File: src/rtl/core/swmm_pkg.sv
// swmm_pkg: shared widths, constants and types of the sliding window min/max/mean block
// no dependencies; used by every file under rtl/core
package swmm_pkg;

    localparam int WIN_DEPTH = 16;
    localparam int DATA_W    = 32;
    localparam int CFG_W     = 5;
    localparam int HELD_W    = 5;
    localparam int SLOT_W    = $clog2(WIN_DEPTH);
    localparam int CNT_W     = $clog2(WIN_DEPTH + 1);
    localparam int SUM_W     = DATA_W + SLOT_W;
    localparam int DCNT_W    = $clog2(SUM_W + 1);

    localparam logic [CFG_W-1:0] MAX_SIZE_RST = CFG_W'(10);

    // one queued request with its window limit resolved at accept time
    typedef struct packed {
        logic signed [DATA_W-1:0] sample;
        logic [CNT_W-1:0]         limit;
    } t_q_item;

    typedef struct packed {
        logic                     start;
        logic signed [SUM_W-1:0]  dividend;
        logic [CNT_W-1:0]         divisor;
    } t_div_req;

    typedef struct packed {
        logic                     done;
        logic signed [DATA_W-1:0] quotient;
    } t_div_rsp;

endpackage

File: src/rtl/core/swmm_if.sv
// swmm_in_if / swmm_out_if: valid-ready channels for samples and window results
// depends on swmm_pkg for field widths
interface swmm_in_if;
    logic                               valid;
    logic                               ready;
    logic signed [swmm_pkg::DATA_W-1:0] sample;

    modport source(output valid, output sample, input ready);
    modport sink(input valid, input sample, output ready);
endinterface

interface swmm_out_if;
    logic                               valid;
    logic                               ready;
    logic signed [swmm_pkg::DATA_W-1:0] window_min;
    logic signed [swmm_pkg::DATA_W-1:0] window_max;
    logic signed [swmm_pkg::DATA_W-1:0] window_mean;
    logic [swmm_pkg::HELD_W-1:0]        held_count;

    modport source(output valid, output window_min, output window_max, output window_mean,
                   output held_count, input ready);
    modport sink(input valid, input window_min, input window_max, input window_mean,
                 input held_count, output ready);
endinterface

File: src/rtl/core/sliding_window_min_max_mean.sv
// sliding_window_min_max_mean: each result waits on the 36-step serial divider, and each
// dropped sample (usually 0 or 1) adds a read and a subtract step before the write; one item
// is in work at a time with up to two more queued, so a new item starts only once the last
// result is loaded. the window scan overlaps the divide. synchronous active-low reset
// empties the window, zeroes the sum and sets max_size to 10. depends on swmm_pkg,
// swmm_if, swmm_front, swmm_back
module sliding_window_min_max_mean (
    input  logic                       i_clk,
    input  logic                       i_rst_n,
    input  logic                       i_cfg_we,
    input  logic [swmm_pkg::CFG_W-1:0] i_cfg_wdata,
    swmm_in_if.sink                    i_sample_if,
    swmm_out_if.source                 o_result_if
);
    logic              q_valid;
    logic              q_ready;
    swmm_pkg::t_q_item q_item;

    swmm_front u_front (
        .i_clk       (i_clk),
        .i_rst_n     (i_rst_n),
        .i_cfg_we    (i_cfg_we),
        .i_cfg_wdata (i_cfg_wdata),
        .i_sample_if (i_sample_if),
        .o_q_valid   (q_valid),
        .o_q_item    (q_item),
        .i_q_ready   (q_ready)
    );

    swmm_back u_back (
        .i_clk       (i_clk),
        .i_rst_n     (i_rst_n),
        .i_q_valid   (q_valid),
        .i_q_item    (q_item),
        .o_q_ready   (q_ready),
        .o_result_if (o_result_if)
    );

endmodule

File: src/rtl/core/swmm_div.sv
// swmm_div: bit-serial signed divide of the running sum by the sample count
// depends on swmm_pkg; one quotient bit per cycle, truncates toward zero
module swmm_div (
    input  logic               i_clk,
    input  logic               i_rst_n,
    input  swmm_pkg::t_div_req i_req,
    output swmm_pkg::t_div_rsp o_rsp
);
    logic                             r_busy;
    logic [swmm_pkg::DCNT_W-1:0]      r_cnt;
    logic [swmm_pkg::SUM_W-1:0]       r_quo;
    logic [swmm_pkg::CNT_W-1:0]       r_rem;
    logic [swmm_pkg::CNT_W-1:0]       r_div;
    logic                             r_neg;

    logic [swmm_pkg::SUM_W-1:0]       mag;
    logic [swmm_pkg::CNT_W:0]         rem_sh;
    logic [swmm_pkg::CNT_W:0]         rem_nx;
    logic                             ge;
    logic [swmm_pkg::DATA_W-1:0]      q_low;

    always_comb begin
        mag    = i_req.dividend[swmm_pkg::SUM_W-1] ? (~i_req.dividend + 1'b1) : i_req.dividend;
        rem_sh = {r_rem, r_quo[swmm_pkg::SUM_W-1]};
        ge     = rem_sh >= {1'b0, r_div};
        rem_nx = ge ? (rem_sh - {1'b0, r_div}) : rem_sh;
        q_low  = r_quo[swmm_pkg::DATA_W-1:0];
    end

    always_ff @(posedge i_clk) begin
        if (!i_rst_n) begin
            r_busy <= 1'b0;
            r_cnt  <= '0;
        end else if (i_req.start) begin
            r_busy <= 1'b1;
            r_cnt  <= swmm_pkg::DCNT_W'(swmm_pkg::SUM_W);
        end else if (r_busy) begin
            r_cnt <= r_cnt - 1'b1;
            if (r_cnt == swmm_pkg::DCNT_W'(1)) begin
                r_busy <= 1'b0;
            end
        end
    end

    always_ff @(posedge i_clk) begin
        if (i_req.start) begin
            r_quo <= mag;
            r_rem <= '0;
            r_div <= i_req.divisor;
            r_neg <= i_req.dividend[swmm_pkg::SUM_W-1];
        end else if (r_busy) begin
            r_rem <= rem_nx[swmm_pkg::CNT_W-1:0];
            r_quo <= {r_quo[swmm_pkg::SUM_W-2:0], ge};
        end
    end

    assign o_rsp.done     = !r_busy;
    assign o_rsp.quotient = r_neg ? (~q_low + 1'b1) : q_low;

endmodule

File: src/rtl/core/swmm_front.sv
// swmm_front: takes samples, holds the window size register and tags each request
// with its clamped limit in a two-entry queue; depends on swmm_pkg and swmm_in_if
module swmm_front (
    input  logic                        i_clk,
    input  logic                        i_rst_n,
    input  logic                        i_cfg_we,
    input  logic [swmm_pkg::CFG_W-1:0]  i_cfg_wdata,
    swmm_in_if.sink                     i_sample_if,
    output logic                        o_q_valid,
    output swmm_pkg::t_q_item           o_q_item,
    input  logic                        i_q_ready
);
    logic [swmm_pkg::CFG_W-1:0] r_max_size;
    swmm_pkg::t_q_item          r_q [2];
    logic                       r_wp;
    logic                       r_rp;
    logic [1:0]                 r_cnt;

    logic [swmm_pkg::CNT_W-1:0] lim;
    logic                       push;
    logic                       pop;

    always_comb begin
        if (r_max_size == '0) begin
            lim = swmm_pkg::CNT_W'(1);
        end else if (32'(r_max_size) > 32'(swmm_pkg::WIN_DEPTH)) begin
            lim = swmm_pkg::CNT_W'(swmm_pkg::WIN_DEPTH);
        end else begin
            lim = swmm_pkg::CNT_W'(r_max_size);
        end
    end

    assign i_sample_if.ready = (r_cnt != 2'd2);
    assign push      = i_sample_if.valid && i_sample_if.ready;
    assign o_q_valid = (r_cnt != 2'd0);
    assign pop       = o_q_valid && i_q_ready;
    assign o_q_item  = r_q[r_rp];

    always_ff @(posedge i_clk) begin
        if (!i_rst_n) begin
            r_max_size <= swmm_pkg::MAX_SIZE_RST;
            r_wp       <= 1'b0;
            r_rp       <= 1'b0;
            r_cnt      <= 2'd0;
        end else begin
            if (i_cfg_we) begin
                r_max_size <= i_cfg_wdata;
            end
            if (push) begin
                r_wp <= ~r_wp;
            end
            if (pop) begin
                r_rp <= ~r_rp;
            end
            r_cnt <= r_cnt + {1'b0, push} - {1'b0, pop};
        end
    end

    always_ff @(posedge i_clk) begin
        if (push) begin
            r_q[r_wp].sample <= i_sample_if.sample;
            r_q[r_wp].limit  <= lim;
        end
    end

endmodule

File: src/rtl/core/swmm_back.sv
// swmm_back: sequencer over the sample ring: drops old samples, writes the new one,
// scans for min and max and collects the mean; depends on swmm_pkg, swmm_out_if, swmm_div
module swmm_back (
    input  logic              i_clk,
    input  logic              i_rst_n,
    input  logic              i_q_valid,
    input  swmm_pkg::t_q_item i_q_item,
    output logic              o_q_ready,
    swmm_out_if.source        o_result_if
);
    localparam logic [2:0] ST_IDLE     = 3'd0;
    localparam logic [2:0] ST_DROP_RD  = 3'd1;
    localparam logic [2:0] ST_DROP_SUB = 3'd2;
    localparam logic [2:0] ST_WRITE    = 3'd3;
    localparam logic [2:0] ST_SCAN     = 3'd4;
    localparam logic [2:0] ST_FINISH   = 3'd5;

    logic [2:0]                          r_state;
    logic [2:0]                          n_state;
    logic signed [swmm_pkg::DATA_W-1:0]  r_ring [swmm_pkg::WIN_DEPTH];
    logic signed [swmm_pkg::DATA_W-1:0]  r_rd_data;
    logic [swmm_pkg::SLOT_W-1:0]         r_wslot;
    logic [swmm_pkg::CNT_W-1:0]          r_fill;
    logic signed [swmm_pkg::SUM_W-1:0]   r_sum;
    logic signed [swmm_pkg::SUM_W-1:0]   n_sum;
    logic signed [swmm_pkg::DATA_W-1:0]  r_sample;
    logic [swmm_pkg::CNT_W-1:0]          r_limit;
    logic [swmm_pkg::SLOT_W-1:0]         r_scan_addr;
    logic [swmm_pkg::CNT_W-1:0]          r_scan_left;
    logic                                r_issue;
    logic                                r_first;
    logic signed [swmm_pkg::DATA_W-1:0]  r_lo;
    logic signed [swmm_pkg::DATA_W-1:0]  r_hi;
    logic                                r_out_valid;

    logic [swmm_pkg::SLOT_W-1:0]         rd_addr;
    logic                                mem_we;
    logic                                need_drop;
    logic                                out_free;
    logic                                load_out;
    swmm_pkg::t_div_req                  div_req;
    swmm_pkg::t_div_rsp                  div_rsp;

    swmm_div u_div (
        .i_clk   (i_clk),
        .i_rst_n (i_rst_n),
        .i_req   (div_req),
        .o_rsp   (div_rsp)
    );

    assign need_drop = (r_fill >= r_limit) && (r_fill != '0);
    assign out_free  = !r_out_valid || o_result_if.ready;
    assign load_out  = (r_state == ST_FINISH) && div_rsp.done && out_free;
    assign mem_we    = (r_state == ST_WRITE);
    assign o_q_ready = (r_state == ST_IDLE);
    assign n_sum     = r_sum + {{(swmm_pkg::SUM_W-swmm_pkg::DATA_W){r_sample[swmm_pkg::DATA_W-1]}},
                                r_sample};

    assign div_req.start    = (r_state == ST_WRITE);
    assign div_req.dividend = n_sum;
    assign div_req.divisor  = r_fill + 1'b1;

    always_comb begin
        unique case (r_state)
            ST_DROP_RD: rd_addr = r_wslot - r_fill[swmm_pkg::SLOT_W-1:0];
            ST_SCAN:    rd_addr = r_scan_addr;
            default:    rd_addr = '0;
        endcase
    end

    always_comb begin
        n_state = r_state;
        unique case (r_state)
            ST_IDLE: begin
                if (i_q_valid) n_state = ST_DROP_RD;
            end
            ST_DROP_RD: begin
                n_state = need_drop ? ST_DROP_SUB : ST_WRITE;
            end
            ST_DROP_SUB: n_state = ST_DROP_RD;
            ST_WRITE:    n_state = ST_SCAN;
            ST_SCAN: begin
                if (r_scan_left == '0 && !r_issue) n_state = ST_FINISH;
            end
            ST_FINISH: begin
                if (load_out) n_state = ST_IDLE;
            end
            default: n_state = ST_IDLE;
        endcase
    end

    // ring storage, registered read
    always_ff @(posedge i_clk) begin
        if (mem_we) begin
            r_ring[r_wslot] <= r_sample;
        end
        r_rd_data <= r_ring[rd_addr];
    end

    always_ff @(posedge i_clk) begin
        if (!i_rst_n) begin
            r_state     <= ST_IDLE;
            r_wslot     <= '0;
            r_fill      <= '0;
            r_sum       <= '0;
            r_scan_left <= '0;
            r_issue     <= 1'b0;
            r_out_valid <= 1'b0;
        end else begin
            r_state <= n_state;
            if (r_state == ST_DROP_SUB) begin
                r_sum  <= r_sum - {{(swmm_pkg::SUM_W-swmm_pkg::DATA_W){r_rd_data[swmm_pkg::DATA_W-1]}},
                                   r_rd_data};
                r_fill <= r_fill - 1'b1;
            end
            if (r_state == ST_WRITE) begin
                r_wslot     <= r_wslot + 1'b1;
                r_fill      <= r_fill + 1'b1;
                r_sum       <= n_sum;
                r_scan_left <= r_fill + 1'b1;
            end
            if (r_state == ST_SCAN) begin
                r_issue <= (r_scan_left != '0);
                if (r_scan_left != '0) begin
                    r_scan_left <= r_scan_left - 1'b1;
                end
            end else begin
                r_issue <= 1'b0;
            end
            if (load_out) begin
                r_out_valid <= 1'b1;
            end else if (o_result_if.ready) begin
                r_out_valid <= 1'b0;
            end
        end
    end

    always_ff @(posedge i_clk) begin
        if (r_state == ST_IDLE && i_q_valid) begin
            r_sample <= i_q_item.sample;
            r_limit  <= i_q_item.limit;
        end
        if (r_state == ST_WRITE) begin
            // new oldest slot is the old write slot minus the old fill
            r_scan_addr <= r_wslot - r_fill[swmm_pkg::SLOT_W-1:0];
            r_first     <= 1'b1;
        end
        if (r_state == ST_SCAN) begin
            if (r_scan_left != '0) begin
                r_scan_addr <= r_scan_addr + 1'b1;
            end
            if (r_issue) begin
                r_first <= 1'b0;
                if (r_first || r_rd_data < r_lo) r_lo <= r_rd_data;
                if (r_first || r_rd_data > r_hi) r_hi <= r_rd_data;
            end
        end
        if (load_out) begin
            o_result_if.window_min  <= r_lo;
            o_result_if.window_max  <= r_hi;
            o_result_if.window_mean <= div_rsp.quotient;
            o_result_if.held_count  <= swmm_pkg::HELD_W'(r_fill);
        end
    end

    assign o_result_if.valid = r_out_valid;

endmodule

File: src/flat_wrapper.sv
// flat-port wrapper written by rule: the top's interface ports become plain ports
module sliding_window_min_max_mean_flat 
  (i_clk, i_rst_n, i_cfg_we, i_cfg_wdata, i_sample_if_valid, i_sample_if_sample, i_sample_if_ready, o_result_if_valid, o_result_if_window_min, o_result_if_window_max, o_result_if_window_mean, o_result_if_held_count, o_result_if_ready);
  swmm_in_if i_sample_if_i ();
  swmm_out_if o_result_if_i ();
  input  logic i_clk;
  input  logic i_rst_n;
  input  logic i_cfg_we;
  input  logic [swmm_pkg::CFG_W-1:0] i_cfg_wdata;
  input wire logic [$bits(i_sample_if_i.valid)-1:0] i_sample_if_valid;
  input wire logic [$bits(i_sample_if_i.sample)-1:0] i_sample_if_sample;
  output wire logic [$bits(i_sample_if_i.ready)-1:0] i_sample_if_ready;
  output wire logic [$bits(o_result_if_i.valid)-1:0] o_result_if_valid;
  output wire logic [$bits(o_result_if_i.window_min)-1:0] o_result_if_window_min;
  output wire logic [$bits(o_result_if_i.window_max)-1:0] o_result_if_window_max;
  output wire logic [$bits(o_result_if_i.window_mean)-1:0] o_result_if_window_mean;
  output wire logic [$bits(o_result_if_i.held_count)-1:0] o_result_if_held_count;
  input wire logic [$bits(o_result_if_i.ready)-1:0] o_result_if_ready;
  assign i_sample_if_i.valid = i_sample_if_valid;
  assign i_sample_if_i.sample = i_sample_if_sample;
  assign i_sample_if_ready = i_sample_if_i.ready;
  assign o_result_if_valid = o_result_if_i.valid;
  assign o_result_if_window_min = o_result_if_i.window_min;
  assign o_result_if_window_max = o_result_if_i.window_max;
  assign o_result_if_window_mean = o_result_if_i.window_mean;
  assign o_result_if_held_count = o_result_if_i.held_count;
  assign o_result_if_i.ready = o_result_if_ready;
  sliding_window_min_max_mean u_core (.i_clk(i_clk), .i_rst_n(i_rst_n), .i_cfg_we(i_cfg_we), .i_cfg_wdata(i_cfg_wdata), .i_sample_if(i_sample_if_i), .o_result_if(o_result_if_i));
endmodule
File: config.mk
export PLATFORM = sky130hd
export DESIGN_NAME = sliding_window_min_max_mean_flat
export DESIGN_NICKNAME = d
export VERILOG_FILES = /design/src/rtl/core/swmm_pkg.sv /design/src/rtl/core/swmm_if.sv /design/src/rtl/core/sliding_window_min_max_mean.sv /design/src/rtl/core/swmm_div.sv /design/src/rtl/core/swmm_front.sv /design/src/rtl/core/swmm_back.sv /design/src/flat_wrapper.sv
export SDC_FILE = /design/constraint.sdc
export NUM_CORES = 1
export LEC_CHECK = 0
export BUFFER_PORTS_ARGS = -buffer_cell sky130_fd_sc_hd__buf_2
export CAP_MARGIN = 10
export CORE_MARGIN = 2
export CORE_UTILIZATION = 60
export DETAILED_ROUTE_END_ITERATION = 12
export PLACE_DENSITY = 0.86
export SYNTH_ARGS = -nofsm -noshare
export SYNTH_HDL_FRONTEND = slang
export SYNTH_SLANG_ARGS = --single-unit
File: constraint.sdc
create_clock -name i_clk -period 11.3 [get_ports i_clk]
set_input_delay 2.26 -clock i_clk [delete_from_list [all_inputs] [get_ports i_clk]]
set_output_delay 2.26 -clock i_clk [all_outputs]
set_load 0.02 [all_outputs]
* Yosys cells after proc, flatten, opt, wreduce, memory -nomap -nowiden *
Memory sizes are Yosys's and may differ from the RTL's. A register that Yosys moved wholly into a read port is not among the register bits.
Index checks and enable logic that the tools add are counted.
W data, S select, Z words.

storage, ports and cells
  bits of input ports = 42
  bits in registers = 288
  output and inout port bits = 103
  logic and storage cells = 125
  memories = 2
  bits in read-only memories = 0
  bits in latches = 0
  bits in writable memories = 586

operators by class
  multiplexer cells = 37
  eq/ne operators = 10
  order comparisons = 5
  $add $sub $neg = 14
  multipliers = 0
  reduce and logical (&&, ||, !) cells = 26
  shift operators = 0
  bitwise gates (word level) = 5
  divide/modulo/power cells = 0

memory list
  name                  depth  bits a word  rd ports  clocked after Yosys merged registers in  write ports  line              source
  u_core.u_back.r_ring  16     32           1         1                                        1            swmm_back.sv:20   logic signed [swmm_pkg::DATA_W-1:0] r_ring [swmm_pkg::WIN_DEPTH];
  u_core.u_front.r_q    2      37           1         1                                        1            swmm_front.sv:14  swmm_pkg::t_q_item r_q [2];

operators with widths
  kind                     count
  $mux W36                 5
  $mux W5                  8
  $add A36 B1 Y36 const B  1
  $add A36 B36 Y36         1
  $not A36 Y36             1
  $sub A36 B36 Y36         1
  $add A32 B1 Y32 const B  1
  $gt A32 B32 Y1           1
  $lt A32 B32 Y1           1
  $mux W32                 1
  $not A32 Y32             1
  $pmux W3 S6              1
  $mux W1                  13
  $mux W4                  3
  $mux W6                  2
  $logic_not A5 Y1         2
  $reduce_bool A5 Y1       2
  $sub A5 B1 Y5 const B    2
  $mux W3                  3
  $reduce_and A3 Y1        3
  $add A4 B1 Y4 const B    2
  $ne A2 B2 Y1 const B     4
  $pmux W4 S2              1
  $reduce_bool A2 Y1       4
  20 further kinds         33

* Logic depth before layout (Yosys ltp) *
  depth after elaboration = 5
  mapped depth = 16

* By module *
Synthesis repeated with hierarchy kept, for this count alone.

second synthesis, totals
  cells, all modules = 2,845
  area total of the unflattened synthesis = 41,677.5 um^2

modules (own cells, without submodules)
  module      times used  sequential area each (um^2)  area an instance (um^2)  cells an instance
  swmm_back   1           23,282.3                     34,593.2                 2,265
  swmm_div    1           1,501.4                      3,915.0                  412
  swmm_front  1           2,422.3                      3,169.3                  168

* Worst setup path before layout *
No wires, ideal clock.

  path kind = input to register
  start point = input port o_result_if_ready
  end point = register u_core.u_back.o_result_if.held_count[0] (enable)
  required time = 10.611 ns
  stages = 2
  library setup time = 0.689 ns
  path slack = 1.386 ns
  arrival time = 9.225 ns
  cell sequence = nor2b_1 > nor3_1

between the ends
  word-level cells in the longest chain between the ends = 2

RTL lines
  what                        line                source
  start, declared             flat_wrapper.sv:18  input wire logic [$bits(o_result_if_i.ready)-1:0] o_result_if_ready;
  $logic_or A1 B1 Y1          swmm_back.sv:52     assign out_free = !r_out_valid || o_result_if.ready;
  $logic_and A1 B1 Y1         swmm_back.sv:53     assign load_out = (r_state == ST_FINISH) && div_rsp.done && out_free;
  net u_core.u_back.load_out  swmm_back.sv:40     logic load_out;
  end signal, assigned        swmm_back.sv:162    o_result_if.held_count <= swmm_pkg::HELD_W'(r_fill);
  end, declared               swmm_if.sv:21       output held_count, input ready);

The timed path passes the listed nets, and every way through them passes these cells.
A chain may end at the register's enable or synchronous reset.

* Final worst setup path *
  start point = register u_core.u_back.r_sample[0] (netlist bit) (read register of u_core.u_front.r_q)
  end point = register u_core.u_back.u_div.r_quo[23] (netlist bit), data pin

between the ends
  word-level cells in the longest chain between the ends = 5

RTL lines
  what                  line             source
  start, declared       swmm_back.sv:26  logic signed [swmm_pkg::DATA_W-1:0] r_sample;
  $add A36 B36 Y36 *    swmm_back.sv:56  assign n_sum = r_sum + {{(swmm_pkg::SUM_W-swmm_pkg::DATA_W){r_sample[swmm_pkg::DATA_W-1]}},
  $not A36 Y36          swmm_div.sv:23   mag = i_req.dividend[swmm_pkg::SUM_W-1] ? (~i_req.dividend + 1'b1) : i_req.dividend;
  $add A36 B1 Y36       swmm_div.sv:23
  $mux W36 *            swmm_div.sv:23
  $mux W36 *            swmm_div.sv:46   if (i_req.start) begin
  end signal, assigned  swmm_div.sv:47   r_quo <= mag;
  end signal, assigned  swmm_div.sv:53   r_quo <= {r_quo[swmm_pkg::SUM_W-2:0], ge};
  end, declared         swmm_div.sv:11   logic [swmm_pkg::SUM_W-1:0] r_quo;

Every way passes the cells marked *; elsewhere a longest branch is shown, timed or not.

==> key figures <==
Yosys
  – FF+latch count, synth: 943
  – Syn_area_per_cell: 14.4 sq um
  – Synthesized Nets: 3085
  – Yosys cell types: 83
  – Share of the synthesized area in the top cell type: 60.0%
  – Number of synthesized flops with an enable pin: 830
  – Post-Synth Adder-Cell Area: 5.02%
  – Compound-Gate Fraction of Synth Area: 8.45%
  – XOR/XNOR Fraction of Synth Area: 3.02%
  – Synth Area in Simple Gates: 7.26%
  – Mapped cell area: 41500 sq um
  – Area contributors post-synth: edfxtp_1 60%, mux4_2 6.9%, dfxtp_1 5.4%
  – Largest family of logic cells by synthesized area: compound AO/OA/AOI/OAI gates
  – Multiplexer share of the synthesized area: 8.24%
  – Post-synthesis sequential area ratio: 65.5%
  – Yosys warns: 0
  – Primary FF master, synth: edfxtp_1
  – Largest area contributor in the netlist: edfxtp_1
  – Ys async rst share: 0%
  – Gate Count Post-Synth: 2879

Die
  – Initial Util: 60.5%
  – IO Count: 145
  – FP Rows: 96
  – Die area: 71300 sq um
  – Die width: 267 um
  – Die H: 267 um
  – Core region area: 68600 sq um

Worst setup path
  – Cell chain of the critical path: ha_1 > inv_1 > fa_1 > nor2b_1 > o31a_1 > a21oi_1 > or2_0 > or2_2 > nor3_1 > nand4b_1 > and4bb_2 > a21oi_1 > xnor2_1 > o21ai_0
  – Critical path arrival: 5.02 ns
  – Type of origin of the critical path: flop
  – Critical path class: flop to flop
  – Crit path top cell by count: a21oi_1
  – WP data required: 11.68 ns
  – Max incr delay on CP: 0.77 ns
  – CP Max Fanout: 17
  – Slowest CP cell: edfxtp_1
  – R2R cell count: 14
  – CP endpoint kind: flop

STA
  – Highest Clock Rate: 0.216 GHz
  – Setup tns final: 0 ns
  – Max-slew violations: 0
  – Clk_skew: 0.0330 ns
  – RSZ-0062 raised after global routing: false
  – Period utilization: 41.0%
  – Final Hold Slack: 0.446 ns
  – Fin crit period: 4.64 ns
  – Worst slew pin tran: 1.23 ns
  – # setup viols final: 0
  – Slew margin rel.: 18.2%
  – Final Hold Fails: 0

Power and ir drop
  – Clock power share: 29.7%
  – Pint: 7.59 mW
  – NetSw: 3.81 mW
  – Switching share of power: 33.5%
  – Pwr dens: 243 nW/um^2
  – Lkg Pwr: 16.7 nW
  – Logic pwr share: 27.4%
  – Seq pwr share: 42.9%
  – VDD IR max: 148 uV
  – Total power: 11.4 mW

Clock tree
  – Hold_buf cts: 0
  – CTS tree: done
  – Clock buffer depth: 3
  – Post-CTS setup buffers: 0
  – CTS root buffer: clkbuf_16
  – CTS H-Tree Depth: 3
  – TritonCTS buffer count: 93
  – CTS Sinks: 943
  – Clock slew at reported path FFs: 0.06 ns
  – Worst-Skew Late Latency: 0.67 ns
  – Post-cts sizing count: 0

Drt
  – Wire length per cell: 25.4 um
  – Pre-antenna DRT Iters: 6
  – DR iter-0 viols: 3023
  – WL final: 103000 um
  – Via/cell ratio: 6.37
  – DRC: 0
  – Vias: 25800
  – Final ANT Viol Nets: 0

Finish
  – Final net count: 3250
  – Storage cell area: 27200 sq um
  – Antenna cells: 0
  – Non-filler cells, final: 4055
  – Fill count: 4392
  – Most common cell after layout, fill and taps aside: edfxtp_1
  – Highest-count cells in the layout ignoring fill and taps: 830 x edfxtp_1, 225 x nand2_1, 160 x ha_1, 151 x inv_1, 144 x buf_2
  – Area of the multi-input gates: 13500 sq um
  – Final instance area: 46800 sq um
  – Area Growth Syn to Fin: 12.8%
  – Share of cells above drive strength 1: 17.8%

Global routing
  – Vias in the first global route: 26000
  – Largest net degree at the start of global routing: 109
  – Gr ovfl total: 0
  – GRT Overall Usage: 29.2%
  – First-pass GRT wire length: 155000 um
  – Initial antenna violation count: 0

Placement
  – Cell Area, Placed: 43400 sq um
  – HPWL Detailed: 63600 um
  – Port bufs: 144
  – Dpl cells: 3880
  – Final GP Congestion: 0.968

Run
  – Max-Cap Viols: 0

Worst hold path
  – Tightest Hold Check Type: flop to flop
  – Hold depth: 0

Status
  – Status: completed
flip-flops by register name, indices dropped and copies added (netlist names), 5 cells and up:
name                                   cells
u_core.u_back.r_ring                     512
u_core.u_front.r_q                        74
u_core.u_back.r_sum                       36
u_core.u_back.u_div.r_quo                 36
u_core.u_back.o_result_if.window_max      32
u_core.u_back.o_result_if.window_mean     32
u_core.u_back.o_result_if.window_min      32
u_core.u_back.r_hi                        32
u_core.u_back.r_lo                        32
u_core.u_back.r_rd_data                   32
u_core.u_back.r_sample                    32
u_core.u_back.u_div.r_cnt                  6
u_core.u_back.o_result_if.held_count       5
u_core.u_back.r_fill                       5
u_core.u_back.r_limit                      5
u_core.u_back.r_scan_left                  5
u_core.u_back.u_div.r_div                  5
u_core.u_back.u_div.r_rem                  5
u_core.u_front.r_max_size                  5
critical path, delay by kind of cell (launching register included):
| kind | cells | cell delay [ns] |
|---|---|---|
| AOI/OAI and AO/OA | 4 | 0.54 |
| xor gates and xnor gates | 1 | 0.20 |
| adders and majority gates | 2 | 0.75 |
| buffers and inverters | 1 | 0.07 |
| DFF | 1 | 0.77 |
| and+or+nand+nor | 6 | 2.00 |
path summary, 6_finish.rpt:
kind                                                         to                                 from  slack (ns)
max reg2reg             u_core.u_back.u_div.r_quo[23]$_DFFE_PP_  u_core.u_back.r_sample[0]$_DFFE_PP_        6.66
max                     u_core.u_back.u_div.r_quo[23]$_DFFE_PP_  u_core.u_back.r_sample[0]$_DFFE_PP_        6.66
min reg2reg  u_core.u_back.o_result_if.window_min[14]$_DFFE_PP_     u_core.u_back.r_lo[14]$_DFFE_PP_        0.45
min          u_core.u_back.o_result_if.window_min[14]$_DFFE_PP_     u_core.u_back.r_lo[14]$_DFFE_PP_        0.45
cell type report:
class | instances | share of cell area (%)
repair buffers | 187 | 2.26
well taps | 931 | 2.49
multi-input cells | 1665 | 28.7
flip-flops and latches | 943 | 58.1
clock buffers | 102 | 5.11
inverters | 154 | 1.23
clock inverters | 73 | 2.10
power groups by stage:
stage	Clock, mW	Sequential, mW	Combinational, mW
2_1_floorplan	0	4.64	2.28
3_3_place_gp	0	4.89	2.93
3_5_place_dp	0	4.93	3.04
4_1_cts	3.42	4.86	3.08
5_1_grt	3.55	4.92	3.42
6_report	3.39	4.89	3.12
kinds of logic (layout without fill, tap and decap cells):
family / Yosys count / count (layout)
flops: 943 / 943
simple gates: 630 / 630
compound gates: 551 / 551
buf+inv: 271 / 516
mux: 177 / 177
fa+ha+maj: 164 / 164
xor+xnor: 143 / 143
metal layers:
layer,vias up,routed length (um),global-route usage (%)
met1,12800,39600,39.6
met2,1482,49800,47.9
met4,0,3910,11.9
met5,-,0,0
li1,11300,-,-
met3,253,9570,4.34
stage by stage:
step	setup WS [ns]	util, %
2_1_floorplan	1.39	-
3_3_place_gp	6.99	63.3
3_5_place_dp	6.80	63.3
4_1_cts	6.77	68.3
5_1_grt	6.38	68.3
6_report	6.66	68.3
cells in the mapped netlist (19+ instances only):
library cell and number:
xnor2_1 99, a21o_1 53, nor2_1 158, mux4_2 128, and2_1 42, dfxtp_1 113, edfxtp_1 830, a31oi_1 48
mux2_2 38, clkbuf_1 82, nand4_1 27, nand3_1 25, nor2b_1 27, nor3_1 33, buf_2 22, a211oi_1 49
xor2_1 44, a21oi_1 135, o31ai_1 19, nand2_1 226, ha_1 160, inv_1 151, o21ai_0 129
Power figures use the tool's default switching activity.
